`src/hdl/rci_pkg.sv`:
```
// Shared constants, types and saturating fixed-point helpers for the ray/cone intersection core.
// No dependencies; every other file of the core imports this package.
package rci_pkg;

  localparam int FRAC_BITS = 16;
  localparam int XW = 64 + FRAC_BITS;
  localparam int SQ_N = (XW + 1) / 2;
  localparam int QW = 31 + FRAC_BITS;
  localparam int MUL_LAT = 2;
  localparam int SQ_LAT = SQ_N;
  localparam int DIV_LAT = 64;
  localparam int QDEPTH = 4;
  localparam int QPW = $clog2(QDEPTH);
  localparam int ONE_Q = 2 ** FRAC_BITS;

  typedef logic signed [63:0] fx_t;

  localparam fx_t SAT_MAX = 64'sh7fff_ffff_ffff_ffff;
  localparam fx_t EPS_Q = 64'((ONE_Q + 9999) / 10000);
  localparam fx_t MIN_T = 64'((ONE_Q + 99) / 100);
  localparam fx_t DIST_MAX = 64'h0000_0000_7fff_ffff;

  localparam logic [2:0] REG_CENTER_X = 3'd0;
  localparam logic [2:0] REG_CENTER_Y = 3'd1;
  localparam logic [2:0] REG_CENTER_Z = 3'd2;
  localparam logic [2:0] REG_RADIUS = 3'd3;
  localparam logic [2:0] REG_HEIGHT = 3'd4;

  typedef struct packed {
    logic signed [31:0] cx;
    logic signed [31:0] cy;
    logic signed [31:0] cz;
    logic [30:0] radius;
    logic [30:0] height;
    fx_t tan2;
  } cfg_t;

  typedef struct packed {
    logic miss;
    fx_t a;
    fx_t b;
    fx_t delta;
    logic signed [31:0] oy;
    logic signed [31:0] dy;
  } quad_t;

  function automatic fx_t sadd(fx_t x, fx_t y);
    logic signed [64:0] s;
    s = 65'(x) + 65'(y);
    if (s > 65'(SAT_MAX)) return SAT_MAX;
    else if (s < -65'(SAT_MAX)) return -SAT_MAX;
    return s[63:0];
  endfunction

  function automatic fx_t ssub(fx_t x, fx_t y);
    return sadd(x, -y);
  endfunction

  function automatic logic [63:0] mag(fx_t x);
    return x[63] ? 64'(-x) : 64'(x);
  endfunction

endpackage

```
`src/hdl/rci_fifo.sv`:
```
// Short queue between the front and back pipelines; the back side drains one entry per cycle.
// Depends on rci_pkg.
module rci_fifo import rci_pkg::*; (
  input  logic  clk,
  input  logic  rst,
  input  logic  push,
  input  quad_t push_data,
  output logic  pop_valid,
  output quad_t pop_data
);

  quad_t mem [QDEPTH];
  logic [QPW-1:0] wr_ptr, rd_ptr;
  logic [QPW:0] count;

  assign pop_valid = count != '0;
  assign pop_data = mem[rd_ptr];

  always_ff @(posedge clk) begin
    if (push) mem[wr_ptr] <= push_data;
  end

  always_ff @(posedge clk) begin
    if (rst) begin
      wr_ptr <= '0;
      rd_ptr <= '0;
      count <= '0;
    end else begin
      if (push) wr_ptr <= wr_ptr + 1'b1;
      if (pop_valid) rd_ptr <= rd_ptr + 1'b1;
      count <= count + (QPW+1)'(push) - (QPW+1)'(pop_valid);
    end
  end

endmodule

```
`config.mk`:
```
export PLATFORM = sky130hd
export DESIGN_NAME = rci_fifo
export DESIGN_NICKNAME = d
export VERILOG_FILES = /design/src/hdl/rci_pkg.sv /design/src/hdl/rci_fifo.sv
export SDC_FILE = /design/constraint.sdc
export NUM_CORES = 1
export LEC_CHECK = 0
export ABC_AREA = 1
export BUFFER_PORTS_ARGS = -buffer_cell sky130_fd_sc_hd__buf_4
export CAP_MARGIN = 40
export CORE_AREA = 2 2 264 266
export CTS_CLUSTER_SIZE = 40
export DETAILED_ROUTE_END_ITERATION = 8
export DIE_AREA = 0 0 266 268
export GPL_TIMING_DRIVEN = 0
export HOLD_SLACK_MARGIN = 0.06
export PLACE_DENSITY = 0.81
export SLEW_MARGIN = 20
export SYNTH_ARGS = -nofsm -noshare
export SYNTH_HDL_FRONTEND = slang
export SYNTH_SLANG_ARGS = --single-unit
```
`constraint.sdc`:
```
create_clock -name clk -period 11 [get_ports clk]
set_input_delay 1.1 -clock clk [delete_from_list [all_inputs] [get_ports clk]]
set_output_delay 1.1 -clock clk [all_outputs]
set_load 0.005 [all_outputs]
```
==> results of run 1 <==
==> synthesized netlist by cell type (all sizes together) <==
master,instances
edfxtp,1028
nand2,527
dfxtp,9
a21oi,263
inv,531
ha,6
clkbuf,13
o211ai,257
nor2,4
buf,158
fa,1
o21ai,259
nand3,3
==> critical path: stages, from the launching register on <==
cell and delay (ns):
dfxtp_1 0.30, buf_2 0.26, buf_2 0.47, buf_2 0.36
a21oi_1 0.06, o21ai_0 0.08, nand2_1 0.21, buf_4 0.21
==> kinds of logic (layout without fill, tap and decap cells) <==
family                   after synthesis  count (layout)
flip-flops                          1037            1037
AO/OA/AOI/OAI                        779             779
buffers and inverters                702            1415
AND/OR/NAND/NOR                      534             534
adder cells (fa/ha/maj)                7               7
other                                  0              11
==> metal layers <==
metal	vias up	track usage, %	part of all wire, %
met4	10	12.2	4.1
li1	12000	-	-
met5	-	0	0.061
met2	1369	48.2	50
met3	232	7.32	10
met1	12700	35.5	35
==> worst max-delay path by stage <==
stage,start,endpoint,slack (ns),cells past startpoint
floorplan,push,mem[0][0],4.33,2
CTS,flip-flop,pop_data[94],7.18,7
detailed placement,flip-flop,pop_data[94],7.89,7
global route,flip-flop,pop_data[94],7.09,7
global placement,push,mem[3][219],0.52,3
finish,flip-flop,pop_data[94],7.28,7
==> area by class of cell <==
type	count	area share (%)
sequential	1037	63.3
tap	882	2.25
timing repair buffer	528	8.53
clock inverter	62	1.08
buffer	171	1.78
multi-input combinational	1320	13.5
antenna	11	0.0561
inverter	531	4.13
clock buffer	123	5.32
==> metrics by stage <==
step	instances	power, mW	util [%]
2_1_floorplan	3059	6.49	-
3_3_place_gp	4458	8.55	66.8
3_5_place_dp	4469	8.57	67.2
4_1_cts	4654	11.8	71.8
5_1_grt	4663	12.3	71.9
6_report	4665	11.8	71.9
==> sequential cells by signal (all words and copies together), names as in the netlist, named ones only <==
name,flops
rd_ptr,2
mem,1028
count,3
wr_ptr,2
==> cells in the final DEF (no fill, tap or decap) <==
cell	count
ha_1	6
dfxtp_1	9
edfxtp_1	1028
buf_4	521
inv_16	2
inv_6	3
a21oi_1	263
fa_1	1
o211ai_1	257
nand2_1	527
bufinv_16	8
nand3_1	3
o21ai_1	17
buf_6	4
diode_2	11
clkbuf_1	35
inv_8	4
o21ai_0	242
clkinvlp_4	2
clkbuf_16	101
clkinv_1	26
buf_2	150
inv_1	527
clkinv_4	1
nor2_1	4
buf_16	11
clkinv_2	20
==> where the power goes <==
part	total (mW)	internal, mW	leakage, nW	switching [mW]
Sequential	4.57	4.53	9.52	0.0398
Clock	3.29	1.87	1.54	1.41
Combinational	3.97	1.53	8.32	2.45
Total	11.8	7.93	19.4	3.90
==> impl_metrics.toml, run 1 <==
[setup_path]
startpoint_type = "flip-flop"
crit_fanout = 10
cp.arrival_ns = 2.62
r2r_slack_ns = 8.58
crit-reg2reg-capture = "mem[1][209]"
timing.rr.start = "wr_ptr[1]"
worst-r2r-cell-count = 6
critPathRequiredTime_ns = 9.90
critPathCaptureType = "output pin"
crit_type = "flip-flop to output pin"

[floorplanning]
core_area_sq_um = 68200
start_util_pct = 59.5
dieArea_sq_um = 71300
io_pins = 518
die_w_um = 266
dieHeight_um = 268
fp-row-count = 96

[layout]
area_growth_pct = 20.9
fin_area_sq_um = 49000
drive_gt1_share_pct = 21.9
multi_input_area_sq_um = 6650
fillers = 4109
ff_latch_area_sq_um = 31000
fin_nets = 3955

[clock_tree]
clkSinkCount = 1037
cts.repair.resized = 0
cts_buffers = 99
clockBufferDepth = 3
cts_max_level = 3
cts_hold_buf = 0
cts_tree = "yes"
clock_latency_ns = 0.64
post_cts_buffers = 0
cts.clk_slew.worst_paths_ns = 0.06
root_buffer = "clkbuf_16"

[synthesis]
synth_top_area_share_pct = 76.1
syn-instance-count = 3059
ys_seq_area_share_pct = 76.5
avgSynthCellArea_sq_um = 13.3
synth.cell_area_sq_um = 40600
synth-xor-area-share_pct = 0
syn-num-nets = 3326
synth.area.top_cells = "edfxtp_1, inv_1, nand2_1"
synthDistinctLibCells = 16
synth_top_family_by_area = "compound AO/OA/AOI/OAI gates"
synthAdderAreaFrac_pct = 0.234
synth_warnings = 0
postSynthRegisterBits = 1037
synth-compound-area-share_pct = 11.2
yosys.area_share.simple_pct = 4.95
synthMuxAreaShare_pct = 0
synth_top_cell_by_area = "edfxtp_1"

[timing]
rsz0062_at_grt = "no"
worst_slew_pin_slew_ns = 0.756
fin_worst_skew_ns = 0.0119
fmax_mhz = 269
fin_ws_ns = 7.28
fin_crit_sh_pct = 33.8
period_minus_slack_ns = 3.72
whs_ns = 0.528
setup_viol = 0
slew_violations = 0
setup_tns_ns = 0
slew_headroom_pct = 49.6
hold_viol_final = 0

[routing]
vias = 26300
ant_nets = 0
viasPerCell = 5.63
detail_route.first_pass.iterations = 6
drt-total-wl_um = 104000
first_iter_violations = 2800
wl_per_cell_um = 22.3
drc_errors = 0

[worst_hold_path]
worstHoldEndpoint = "rd_ptr[0]"
min_path_cells = 2
hp-class = "flip-flop to flip-flop"
hp-start = "rd_ptr[0]"

[pwr]
cellPowerDensity_nw_per_um2 = 241
leakage_nw = 19.4
vdd.ir_drop.worst_mv = 0.166

[place]
placed_cell_area_sq_um = 45900
place.gp.congestion = 0.805
dpl.hpwl_um = 66100
io_buffers = 517
dpl_worst_slack_ns = 7.89

[grt]
grt_max_degree = 90
antenna_found_initial = 15
grt_pass1_vias = 25700
overflow = 0
grtUsageTotal_pct = 28.6
grt_pass1_wl_um = 152000

[job]
drv_cap = 0

[run_status]
status = "finished, final reports clean"
No activity file was read; power rests on OpenSTA's default activity.
==> run 2: changes to the inputs <==
ABC_AREA = 0   (was 1)
CORE_AREA = 2 2 261 263   (was 2 2 264 266)
DIE_AREA = 0 0 263 265   (was 0 0 266 268)
PLACE_DENSITY = 0.79   (was 0.81)
clock period = 3.5 ns   (was 11 ns; I/O delays follow)
==> run 2 against run 1 <==
  * Via count is 28% lower
  * Critical path type unchanged
  * Routed wire length down 15%
  * Register-to-register slack lost 7.6 ns
==> impl_metrics.toml, run 2 <==
[setup_path]
max_stage_delay_ns = 0.41
crit_fanout = 10
crit-reg2reg-capture = "mem[2][98]"
crit_type = "flip-flop to output pin"
cp.arrival_ns = 2.60
worstPathCellList = "buf_2 -> clkbuf_1 -> buf_6 -> buf_2 -> mux4_2 -> buf_4"
timing.rr.start = "wr_ptr[0]"
r2r_slack_ns = 1.02
critPathRequiredTime_ns = 3.15
startpoint_type = "flip-flop"
crit_path_frequent_cell = "buf_2"
crit_path_top_delay_cell = "mux4_2"
critPathCaptureType = "output pin"
worst-r2r-cell-count = 6

[floorplanning]
core_area_sq_um = 66800
fp-row-count = 95
dieHeight_um = 265
dieArea_sq_um = 69700
start_util_pct = 56.5
die_w_um = 263
io_pins = 518

[worst_hold_path]
min_path_cells = 2
worstHoldEndpoint = "mem[2][235]"
hp-class = "primary input to flip-flop"
hp-start = "push_data[235]"

[layout]
area_growth_pct = 31.0
largest_reg_flops = 1028
instances_no_fill = 3254
final_cell_mix = "edfxtp_1, buf_4, dlygate4sd3_1"
fin_area_sq_um = 49500
drive_gt1_share_pct = 42.5
largest-register = "mem"
fin_nets = 2557
largest_registers = "mem x1028, count x3"
layout_commonest_cell = "edfxtp_1"
fillers = 3428

[place]
dpl.hpwl_um = 50600
post-place-cells = 2801
place.gp.congestion = 0.750
placed_cell_area_sq_um = 43400
io_buffers = 516
dpl_worst_slack_ns = 0.932

[clock_tree]
cts_tree = "yes"
cts_max_level = 3
clock_latency_ns = 0.66
cts.clk_slew.worst_paths_ns = 0.07
clkSinkCount = 1037
cts_buffers = 100
clockBufferDepth = 3
post_cts_buffers = 0
root_buffer = "clkbuf_16"
cts.repair.resized = 0
cts_hold_buf = 259

[synthesis]
postSynthRegisterBits = 1037
synth_warnings = 0
synth-compound-area-share_pct = 0.0232
yosys.area_share.simple_pct = 0.215
synth_most_common_cell = "edfxtp_1"
synth_top_area_share_pct = 81.8
synth.cell_area_sq_um = 37800
synthMuxAreaShare_pct = 15.4
synth_top_cell_by_area = "edfxtp_1"
ys_seq_area_share_pct = 82.2
synth_top_family_by_area = "multiplexers"
synthAdderAreaFrac_pct = 0.252
synth-xor-area-share_pct = 0.0862
synthDistinctLibCells = 22
ys_async_sr_fraction_pct = 0
synth_edf_count = 1028
ys.flop_type = "edfxtp_1"
avgSynthCellArea_sq_um = 27.2
synth.area.top_cells = "edfxtp_1, mux4_2, buf_12"
syn-num-nets = 1653
syn-instance-count = 1386
yosys-top-cells-count = "edfxtp_1, mux4_2, buf_2"

[grt]
grtUsageTotal_pct = 25.6
grt_pass1_vias = 20300
antenna_found_initial = 10
overflow = 0
grt_pass1_wl_um = 131000
grt_max_degree = 49

[routing]
first_iter_violations = 1742
detail_route.first_pass.iterations = 5
vias = 18900
ant_nets = 0
drc_errors = 0
wl_per_cell_um = 27.2
drt-total-wl_um = 88600
viasPerCell = 5.80

[timing]
slew_violations = 0
hold_viol_final = 0
period_minus_slack_ns = 2.95
fin_worst_skew_ns = 0.0250
worst_slew_pin_slew_ns = 0.728
rsz0062_at_grt = "no"
fin_crit_sh_pct = 84.4
fin_ws_ns = 0.547
fmax_mhz = 339
slew_headroom_pct = 51.5
setup_tns_ns = 0
setup_viol = 0

[pwr]
cellPowerDensity_nw_per_um2 = 712
totalPowerFinal_mw = 35.2
leakage_nw = 17.0
vdd.ir_drop.worst_mv = 0.628

[run_status]
status = "finished, final reports clean"

[job]
drv_cap = 0
run 2: critical path, delay by kind of cell (launching register included):
kind / cells / cell delay, ns
buf+inv: 5 / 1.22
mux: 1 / 0.41
flops: 1 / 0.32
run 2: layout make-up:
| cell class | instances | area [sq um] | area share [%] |
|---|---|---|---|
| Antenna cell | 9 | 22.5 | 0.0455 |
| Inverter | 6 | 22.5 | 0.0455 |
| Tap cell | 873 | 1090 | 2.21 |
| Timing Repair Buffer | 802 | 7100 | 14.4 |
| Clock buffer | 134 | 2750 | 5.57 |
| Buffer | 59 | 656 | 1.33 |
| Sequential cell | 1037 | 31000 | 62.8 |
| Clock inverter | 50 | 722 | 1.46 |
| Multi-Input combinational cell | 284 | 6040 | 12.2 |
run 2: metal layers:
metal	vias up	global-route usage, %	part of all wire [%]
met4	8	10.0	3.4
met1	9864	30.6	34
met3	166	7.12	8.7
met5	-	0	0.053
li1	7875	-	-
met2	970	44.5	54
run 2: through the flow:
step	util [%]	hold slack (ns)
2_1_floorplan	-	0.449
3_3_place_gp	64.0	0.535
3_5_place_dp	64.9	0.552
4_1_cts	74.0	0.397
5_1_grt	74.0	0.417
6_report	74.0	0.443
run 2: report_power, final:
part,leakage (nW),internal [mW],total [mW],switching (mW)
Clock,1.69,6.68,11.3,4.61
Sequential,9.52,14.3,14.5,0.170
Combinational,5.77,5.23,9.46,4.23
run 2: kinds of logic (layout without fill, tap and decap cells):
| family | after synthesis | count (layout) |
|---|---|---|
| compound gates | 1 | 1 |
| fa+ha+maj | 7 | 7 |
| buf+inv | 65 | 1051 |
| xor+xnor | 2 | 2 |
| mux | 259 | 259 |
| simple gates | 15 | 15 |
| flops | 1037 | 1037 |
| other cells | 0 | 9 |
run 2: worst max path at each step:
stage,from,to,cells past startpoint
2_1_floorplan,wr_ptr[0],mem[2][0],3
3_3_place_gp,wr_ptr[0],mem[0][66],3
3_5_place_dp,flip-flop,pop_data[96],5
4_1_cts,flip-flop,pop_data[96],5
5_1_grt,flip-flop,pop_data[139],6
6_report,flip-flop,pop_data[140],6
